### src/design/dqfa_pkg.sv
package dqfa_pkg;

  // Buffer size in bytes; positions and offsets are sized to hold it plus
  // one label length beyond it.
  localparam int unsigned MaxPacket = 512;
  localparam int unsigned PosW      = $clog2(MaxPacket + 257);
  localparam int unsigned HdrLen    = 12;
  localparam int unsigned RecLen    = 16;

  localparam int unsigned CfgIdxW   = 1;
  localparam int unsigned CfgDataW  = 32;

  // Configuration register indexes
  localparam logic [CfgIdxW-1:0] CfgAnswerAddress = 1'd0;
  localparam logic [CfgIdxW-1:0] CfgAnswerTtl     = 1'd1;

  localparam logic [31:0] AddrReset = 32'd0;
  localparam logic [7:0]  TtlReset  = 8'd60;

  // Header and record byte values
  localparam logic [7:0] FlagsHi    = 8'h81;
  localparam logic [7:0] FlagsLo    = 8'h80;
  localparam logic [7:0] CountOne   = 8'h01;
  localparam logic [7:0] ByteZero   = 8'h00;
  localparam logic [7:0] PtrMark    = 8'hC0;
  localparam logic [7:0] PtrOffset  = 8'h0C;
  localparam logic [7:0] RdLength   = 8'h04;
  localparam logic [1:0] PtrTag     = 2'b11;

  typedef enum logic [1:0] {
    PhName = 2'd0,
    PhPtr  = 2'd1,
    PhDone = 2'd2
  } phase_e;

  typedef struct packed {
    logic [7:0] in_byte;
    logic       in_last;
  } in_item_t;

  typedef struct packed {
    logic [7:0] out_byte;
    logic       out_last;
    logic       discard;
  } out_item_t;

  typedef struct packed {
    logic [31:0] addr;
    logic [7:0]  ttl;
  } cfg_t;

  // One parsed input byte on its way to the output sequencer
  typedef struct packed {
    logic       emit;
    logic [7:0] data;
    logic       last;
    logic       bad;
  } job_t;

  // Response header bytes 2..11
  function automatic logic [7:0] hdr_byte(input logic [3:0] pos);
    logic [7:0] b;
    b = ByteZero;
    if (pos == 4'd2) begin
      b = FlagsHi;
    end else if (pos == 4'd3) begin
      b = FlagsLo;
    end else if (pos == 4'd5 || pos == 4'd7) begin
      b = CountOne;
    end
    return b;
  endfunction

  // Appended A record: name pointer, type A, class IN, TTL, length, address
  function automatic logic [7:0] rec_byte(input logic [3:0] idx, input cfg_t cfg);
    logic [7:0] b;
    b = ByteZero;
    unique case (idx)
      4'd0:  b = PtrMark;
      4'd1:  b = PtrOffset;
      4'd2:  b = ByteZero;
      4'd3:  b = CountOne;
      4'd4:  b = ByteZero;
      4'd5:  b = CountOne;
      4'd6:  b = ByteZero;
      4'd7:  b = ByteZero;
      4'd8:  b = ByteZero;
      4'd9:  b = cfg.ttl;
      4'd10: b = ByteZero;
      4'd11: b = RdLength;
      4'd12: b = cfg.addr[31:24];
      4'd13: b = cfg.addr[23:16];
      4'd14: b = cfg.addr[15:8];
      4'd15: b = cfg.addr[7:0];
    endcase
    return b;
  endfunction

endpackage

### src/design/dqfa_cfg.sv
module dqfa_cfg (
  input  logic                          clk_i,
  input  logic                          rst_ni,
  input  logic                          cfg_we_i,
  input  logic [dqfa_pkg::CfgIdxW-1:0]  cfg_index_i,
  input  logic [dqfa_pkg::CfgDataW-1:0] cfg_data_i,
  output dqfa_pkg::cfg_t                cfg_o
);

  dqfa_pkg::cfg_t cfg_q, cfg_d;

  always_comb begin
    cfg_d = cfg_q;
    if (cfg_we_i) begin
      unique case (cfg_index_i)
        dqfa_pkg::CfgAnswerAddress: cfg_d.addr = cfg_data_i;
        dqfa_pkg::CfgAnswerTtl:     cfg_d.ttl  = cfg_data_i[7:0];
      endcase
    end
  end

  always_ff @(posedge clk_i or negedge rst_ni) begin
    if (!rst_ni) begin
      cfg_q.addr <= dqfa_pkg::AddrReset;
      cfg_q.ttl  <= dqfa_pkg::TtlReset;
    end else begin
      cfg_q <= cfg_d;
    end
  end

  assign cfg_o = cfg_q;

endmodule

### src/design/dqfa_parse.sv
module dqfa_parse (
  input  logic               clk_i,
  input  logic               rst_ni,
  input  logic               take_i,
  input  dqfa_pkg::in_item_t item_i,
  output dqfa_pkg::job_t     job_o
);

  localparam int unsigned PosW = dqfa_pkg::PosW;

  logic [PosW-1:0]  pos_q, pos_d;
  logic [PosW-1:0]  nla_q, nla_d;
  logic [PosW-1:0]  qend_q, qend_d;
  dqfa_pkg::phase_e phase_q, phase_d;

  logic             in_range;
  logic [7:0]       b;

  assign b        = item_i.in_byte;
  assign in_range = pos_q < PosW'(dqfa_pkg::MaxPacket);

  always_comb begin
    pos_d       = pos_q;
    nla_d       = nla_q;
    qend_d      = qend_q;
    phase_d     = phase_q;
    job_o.emit  = 1'b0;
    job_o.data  = b;
    job_o.last  = item_i.in_last;

    if (in_range) begin
      job_o.emit = 1'b1;
      pos_d      = pos_q + PosW'(1);
      if (pos_q >= PosW'(2) && pos_q < PosW'(dqfa_pkg::HdrLen)) begin
        job_o.data = dqfa_pkg::hdr_byte(pos_q[3:0]);
      end else if (pos_q >= PosW'(dqfa_pkg::HdrLen)) begin
        unique case (phase_q)
          dqfa_pkg::PhName: begin
            if (pos_q == nla_q) begin
              if (b == dqfa_pkg::ByteZero) begin
                qend_d  = pos_q + PosW'(5);
                phase_d = dqfa_pkg::PhDone;
              end else if (b[7:6] == dqfa_pkg::PtrTag) begin
                qend_d  = pos_q + PosW'(6);
                phase_d = dqfa_pkg::PhPtr;
              end else begin
                nla_d = pos_q + PosW'(b) + PosW'(1);
              end
            end
          end
          dqfa_pkg::PhPtr: phase_d = dqfa_pkg::PhDone;
          dqfa_pkg::PhDone: begin
            if (pos_q >= qend_q) begin
              job_o.emit = 1'b0;
            end
          end
          default: phase_d = phase_q;
        endcase
      end
    end

    job_o.bad = (pos_d < PosW'(dqfa_pkg::HdrLen)) || (phase_d != dqfa_pkg::PhDone) ||
                (qend_d > pos_d) ||
                (qend_d > PosW'(dqfa_pkg::MaxPacket - dqfa_pkg::RecLen));
  end

  always_ff @(posedge clk_i or negedge rst_ni) begin
    if (!rst_ni) begin
      pos_q   <= '0;
      nla_q   <= PosW'(dqfa_pkg::HdrLen);
      qend_q  <= '0;
      phase_q <= dqfa_pkg::PhName;
    end else if (take_i) begin
      if (item_i.in_last) begin
        pos_q   <= '0;
        nla_q   <= PosW'(dqfa_pkg::HdrLen);
        qend_q  <= '0;
        phase_q <= dqfa_pkg::PhName;
      end else begin
        pos_q   <= pos_d;
        nla_q   <= nla_d;
        qend_q  <= qend_d;
        phase_q <= phase_d;
      end
    end
  end

endmodule

### src/design/dqfa_emit.sv
module dqfa_emit (
  input  logic                clk_i,
  input  logic                rst_ni,
  input  dqfa_pkg::cfg_t      cfg_i,
  input  logic                job_valid_i,
  input  dqfa_pkg::job_t      job_i,
  output logic                job_ready_o,
  output logic                out_valid_o,
  input  logic                out_stall_i,
  output dqfa_pkg::out_item_t out_o
);

  logic                job_full_q;
  dqfa_pkg::job_t      job_q;
  logic                data_done_q;
  logic [3:0]          rec_idx_q;
  logic                out_valid_q;
  dqfa_pkg::out_item_t out_q;

  dqfa_pkg::out_item_t cur;
  logic                cur_data;
  logic                cur_rec;
  logic                cur_final;
  logic                out_load;
  logic                job_done;
  logic                job_take;

  // Pick the next result of the held job: forwarded byte, drop marker or record byte
  always_comb begin
    cur       = '0;
    cur_data  = 1'b0;
    cur_rec   = 1'b0;
    cur_final = 1'b0;
    priority if (!data_done_q && job_q.emit && !(job_q.last && job_q.bad)) begin
      cur.out_byte = job_q.data;
      cur_data     = 1'b1;
      cur_final    = !job_q.last;
    end else if (job_q.last && job_q.bad) begin
      cur.out_last = 1'b1;
      cur.discard  = 1'b1;
      cur_final    = 1'b1;
    end else begin
      cur.out_byte = dqfa_pkg::rec_byte(rec_idx_q, cfg_i);
      cur.out_last = (rec_idx_q == 4'd15);
      cur_rec      = 1'b1;
      cur_final    = cur.out_last;
    end
  end

  assign out_load    = job_full_q && (!out_valid_q || !out_stall_i);
  assign job_done    = out_load && cur_final;
  assign job_ready_o = !job_full_q || job_done;
  assign job_take    = job_valid_i && job_ready_o;

  always_ff @(posedge clk_i or negedge rst_ni) begin
    if (!rst_ni) begin
      job_full_q  <= 1'b0;
      data_done_q <= 1'b0;
      rec_idx_q   <= '0;
      out_valid_q <= 1'b0;
    end else begin
      if (job_take) begin
        job_full_q  <= 1'b1;
        data_done_q <= 1'b0;
        rec_idx_q   <= '0;
      end else begin
        if (job_done) begin
          job_full_q <= 1'b0;
        end
        if (out_load && cur_data) begin
          data_done_q <= 1'b1;
        end
        if (out_load && cur_rec) begin
          rec_idx_q <= rec_idx_q + 4'd1;
        end
      end
      if (out_load) begin
        out_valid_q <= 1'b1;
      end else if (!out_stall_i) begin
        out_valid_q <= 1'b0;
      end
    end
  end

  always_ff @(posedge clk_i) begin
    if (job_take) begin
      job_q <= job_i;
    end
    if (out_load) begin
      out_q <= cur;
    end
  end

  assign out_valid_o = out_valid_q;
  assign out_o       = out_q;

endmodule

### src/design/dns_query_to_fixed_answer_core.sv
// Path: a byte passes through the job register and then the output register before its response transfer is offered.
// Throughput: one byte per cycle while the output does not stall; a good datagram's last byte yields
//   up to 17 results, so the input stalls while the A record is appended.
// Reset (rst_ni low, asynchronous): parser restarts at offset 0, job and output
//   registers empty, answer address 0 and answer TTL 60.
module dns_query_to_fixed_answer_core (
  input  logic                          clk_i,
  input  logic                          rst_ni,
  // query byte stream
  input  logic                          in_valid_i,
  output logic                          in_stall_o,
  input  dqfa_pkg::in_item_t            in_i,
  // response byte stream
  output logic                          out_valid_o,
  input  logic                          out_stall_i,
  output dqfa_pkg::out_item_t           out_o,
  // register writes
  input  logic                          cfg_we_i,
  input  logic [dqfa_pkg::CfgIdxW-1:0]  cfg_index_i,
  input  logic [dqfa_pkg::CfgDataW-1:0] cfg_data_i
);

  dqfa_pkg::cfg_t cfg;
  dqfa_pkg::job_t job;
  logic           job_ready;
  logic           in_take;
  logic           job_valid;

  // Hold the input whenever the job register cannot take a new byte this cycle.
  assign in_stall_o = !job_ready;
  assign in_take    = in_valid_i && job_ready;

  // Bytes past the question only advance the parser, bytes past the buffer leave
  // it as it is; drop them unless they close the datagram.
  assign job_valid  = in_take && (job.emit || job.last);

  dqfa_cfg u_cfg (
    .clk_i       (clk_i),
    .rst_ni      (rst_ni),
    .cfg_we_i    (cfg_we_i),
    .cfg_index_i (cfg_index_i),
    .cfg_data_i  (cfg_data_i),
    .cfg_o       (cfg)
  );

  // Header rewrite and QNAME walk, one byte per transfer
  dqfa_parse u_parse (
    .clk_i  (clk_i),
    .rst_ni (rst_ni),
    .take_i (in_take),
    .item_i (in_i),
    .job_o  (job)
  );

  // Job register, record append sequencer and output register
  dqfa_emit u_emit (
    .clk_i       (clk_i),
    .rst_ni      (rst_ni),
    .cfg_i       (cfg),
    .job_valid_i (job_valid),
    .job_i       (job),
    .job_ready_o (job_ready),
    .out_valid_o (out_valid_o),
    .out_stall_i (out_stall_i),
    .out_o       (out_o)
  );

endmodule

### config.mk
export PLATFORM = sky130hd
export DESIGN_NAME = dns_query_to_fixed_answer_core
export DESIGN_NICKNAME = d
export VERILOG_FILES = /design/src/design/dqfa_pkg.sv /design/src/design/dqfa_cfg.sv /design/src/design/dqfa_parse.sv /design/src/design/dqfa_emit.sv /design/src/design/dns_query_to_fixed_answer_core.sv
export SDC_FILE = /design/constraint.sdc
export NUM_CORES = 1
export LEC_CHECK = 0
export BUFFER_PORTS_ARGS = -buffer_cell sky130_fd_sc_hd__buf_2
export CORE_MARGIN = 2
export CORE_UTILIZATION = 32
export DETAILED_ROUTE_END_ITERATION = 8
export PLACE_DENSITY_LB_ADDON = 0.08
export SYNTH_ARGS = -nofsm -noshare
export SYNTH_HDL_FRONTEND = slang
export SYNTH_SLANG_ARGS = --single-unit
### constraint.sdc
create_clock -name clk_i -period 3.4 [get_ports clk_i]
set_input_delay 0.17 -clock clk_i [delete_from_list [all_inputs] [get_ports clk_i]]
set_output_delay 0.17 -clock clk_i [all_outputs]
set_load 0.05 [all_outputs]
==> flow_summary.yaml <==
global_routing:
  grt_max_degree: 67
  grt_pass1_wl_um: 28900
  grt_pass1_vias: 5052
  gr-total-overflow: 0
  antenna_found_initial: 0
  grt_usage: 0.188
power:
  max-vdd-ir-drop_mv: 0.245
  p_per_area_nw_per_um2: 561
  p_leak_nw: 3.32
place:
  post-place-ws_ns: -0.186
  place_congestion: 0.881
  dp_hpwl_um: 13700
  post-place-cells: 931
  port_buffers: 58
timing:
  hold-worst-slack_ns: 0.0379
  rsz0062_at_grt: "true"
  skew_ns: 0.0118
  relSlewSlack: 0.420
  worst_pin_slew_ns: 0.849
  setup_ws_ns: -0.0244
  post-route-period-util: 1.01
  max_freq_mhz: 292
  hold_violations: 0
  timing.final.crit_period_ns: 3.42
  setup_viol: 1
  slew_viol_final: 0
yosys:
  syn_area_um2: 6080
  synthAdderAreaFrac: 0.0872
  synth-edff-count: 21
  async_flop_share: 0.790
  ys_warn_count: 0
  synth_top_family_by_area: "compound AO/OA/AOI/OAI gates"
  muxShareOfSynthArea: 0.0808
  postSynthCellCount: 598
  synthXorXnorAreaFrac: 0.0401
  avgSynthCellArea_um2: 10.2
  ys.flop_type: "dfrtp_1"
  synth_seq_area_share: 0.430
  ys_seq_elements: 100
  synth_compound_area_frac: 0.185
  synth.distinct_cells: 67
  synthSimpleGateAreaFrac: 0.132
  syn_nets: 686
clock_network:
  clockRootBuffer: "clkbuf_16"
  clockBufferDepth: 2
  path_clk_slew_ns: 0.08
  clock_latency_ns: 0.36
  cts_num_sinks: 100
  cts_tree: "yes"
  htreeDepth: 3
  cts_buffers: 9
drt:
  antenna_left: 0
  first_pass_iters: 5
  drc: 0
  dr.first_iter.drc_count: 277
  wl_um: 17900
  avgRoutedWirePerCell_um: 18.8
  dr_total_vias: 4915
  via_per_inst: 5.17
die:
  die_w_um: 142
  fp.coreArea_um2: 18700
  fp-row-count: 50
  dieHeight_um: 142
  fp.dieArea_um2: 20100
  ios: 59
  start_util: 0.325
worst_setup_path:
  cp_data_arrival_time_ns: 3.52
  endpoint_kind: "flip-flop"
  critPathKind: "flip-flop to flip-flop"
  start_kind: "flip-flop"
  crit_fanout: 5
  worstPathRequired_ns: 3.50
  rrSetupSlack_ns: -0.02
cells_and_area:
  synthToLayoutAreaGrowth_pct: 23.3
  fillers: 1847
  drive_gt1_frac: 0.326
  antenna_cells: 0
  nets: 800
  final_cells: 951
outcome:
  violations: "negative setup slack"
  outcome: "finished, violations left"
worst_hold_path:
  hold_class: "primary input to flip-flop"
flow_run:
  maxCapViolCount: 0
final timing paths:
path / depth (start not counted) / endpoint / startpoint
min in group asynchronous: 2 / u_cfg.cfg_o[9] / rst_ni
min reg2reg: 1 / u_emit.out_valid_o / u_emit.job_full_q
max reg2reg: 12 / u_emit.job_q[0] / u_parse.pos_q[4]
min: 2 / u_cfg.cfg_o[37] / cfg_data_i[29]
max in group asynchronous: 3 / u_emit.rec_idx_q[2] / rst_ni
max: 12 / u_emit.job_q[0] / u_parse.pos_q[4]
through the flow:
stage	utilization	total power, mW	TNS [ns]	area (um^2)
after floorplan	-	2.61	0	6090
after global placement	0.379	3.17	-0.0989	7080
after detailed placement	0.379	3.17	-0.186	7080
after CTS	0.398	4.25	-0.0228	7450
after global routing	0.401	4.49	-0.189	7500
final	0.401	4.21	-0.0244	7500
routing by layer:
metal	share of wire	up-vias	GRT usage
li1	-	2396	-
met1	0.49	2377	0.265
met2	0.45	124	0.297
met3	0.042	18	0.0351
met4	0.013	0	0.0516
met5	0	-	0
kinds of logic after synthesis:
family                   Yosys count
AO/OA/AOI/OAI                    166
XOR/XNOR                          27
adder cells (fa/ha/maj)           42
buffers and inverters             63
flip-flops                       100
multiplexers                      44
AND/OR/NAND/NOR                  156
worst max-delay path: stages (launching register included):
cell and delay (ns):
dfrtp_2 0.46, xor2_2 0.21, nor4_4 0.34, nand4_1 0.17, or2_4 0.31, a2bb2oi_2 0.18
ha_1 0.29, and3_4 0.19, a221o_1 0.31, a211o_1 0.25, o21ai_1 0.08, nor4bb_2 0.22
o211ai_1 0.14
registers in the layout, indices dropped and copies added, names as in the netlist:
name	count
u_emit.job_full_q	1
u_parse.pos_q	10
u_emit.out_valid_o	1
u_emit.rec_idx_q	4
u_emit.out_o	10
u_parse.phase_q	2
u_parse.qend_q	10
u_cfg.cfg_o	40
u_emit.job_q	11
u_emit.data_done_q	1
u_parse.nla_q	10
synthesized netlist by cell type (all sizes together) (4+ instances only):
cell type,number,share of area
dfstp,6,0.026
a21oi,28,0.025
a22oi,21,0.026
xor2,18,0.027
o21ai,49,0.040
nand4,7,0.0082
ha,40,0.082
nor2,33,0.021
o22ai,4,0.0041
mux2,41,0.076
a21o,11,0.014
nor2b,13,0.013
clkbuf,17,0.011
nand2b,9,0.0093
a22o,16,0.023
buf,15,0.016
edfxtp,21,0.10
xnor2,9,0.013
nor3,6,0.0049
inv,31,0.019
o31ai,13,0.019
or2,5,0.0051
and2,7,0.0076
nor4,6,0.011
nand2,52,0.032
dfrtp,73,0.30
and3,4,0.0041
nand3,8,0.0066
final cells by class:
type	count	area, um^2	area share
multi-input cells	435	3290	0.439
flip-flops and latches	100	2620	0.349
repair buffers	135	886	0.118
well taps	234	293	0.0390
clock buffers	9	225	0.0300
inverters	31	116	0.0155
clock inverters	7	68.8	0.00917
placed cells by master (no fill, tap or decap), types with 4 or more instances in the layout:
master	n
a21o_1	11
a21oi_1	25
a22o_1	16
a22oi_1	21
and2_1	5
buf_2	57
buf_4	76
clkbuf_16	9
dfrtp_1	70
dfstp_2	6
edfxtp_1	21
ha_1	39
inv_1	31
mux2_2	41
nand2_1	50
nand2b_1	9
nand3_1	7
nand4_1	6
nor2_1	30
nor2b_1	11
nor3_1	6
o21ai_0	45
o22ai_1	4
o31ai_1	11
xnor2_1	9
xor2_1	15
where the power goes:
group          switching [mW]  total (mW)  leakage [nW]  internal [mW]
registers               0.128        1.62          1.18           1.50
logic                   0.954        1.55          2.00          0.593
clock network           0.519        1.04         0.143          0.517
total                    1.60        4.21          3.32           2.61
timing repair:
item,CTS,global route
hold buffers,1,0
endpoints found under the setup margin,1,1
gates resized for setup,15,11
pin swaps,18,7
setup buffers,2,1
hold endpoints to repair,59,0
Note: power is estimated with default switching activity, not from simulation.
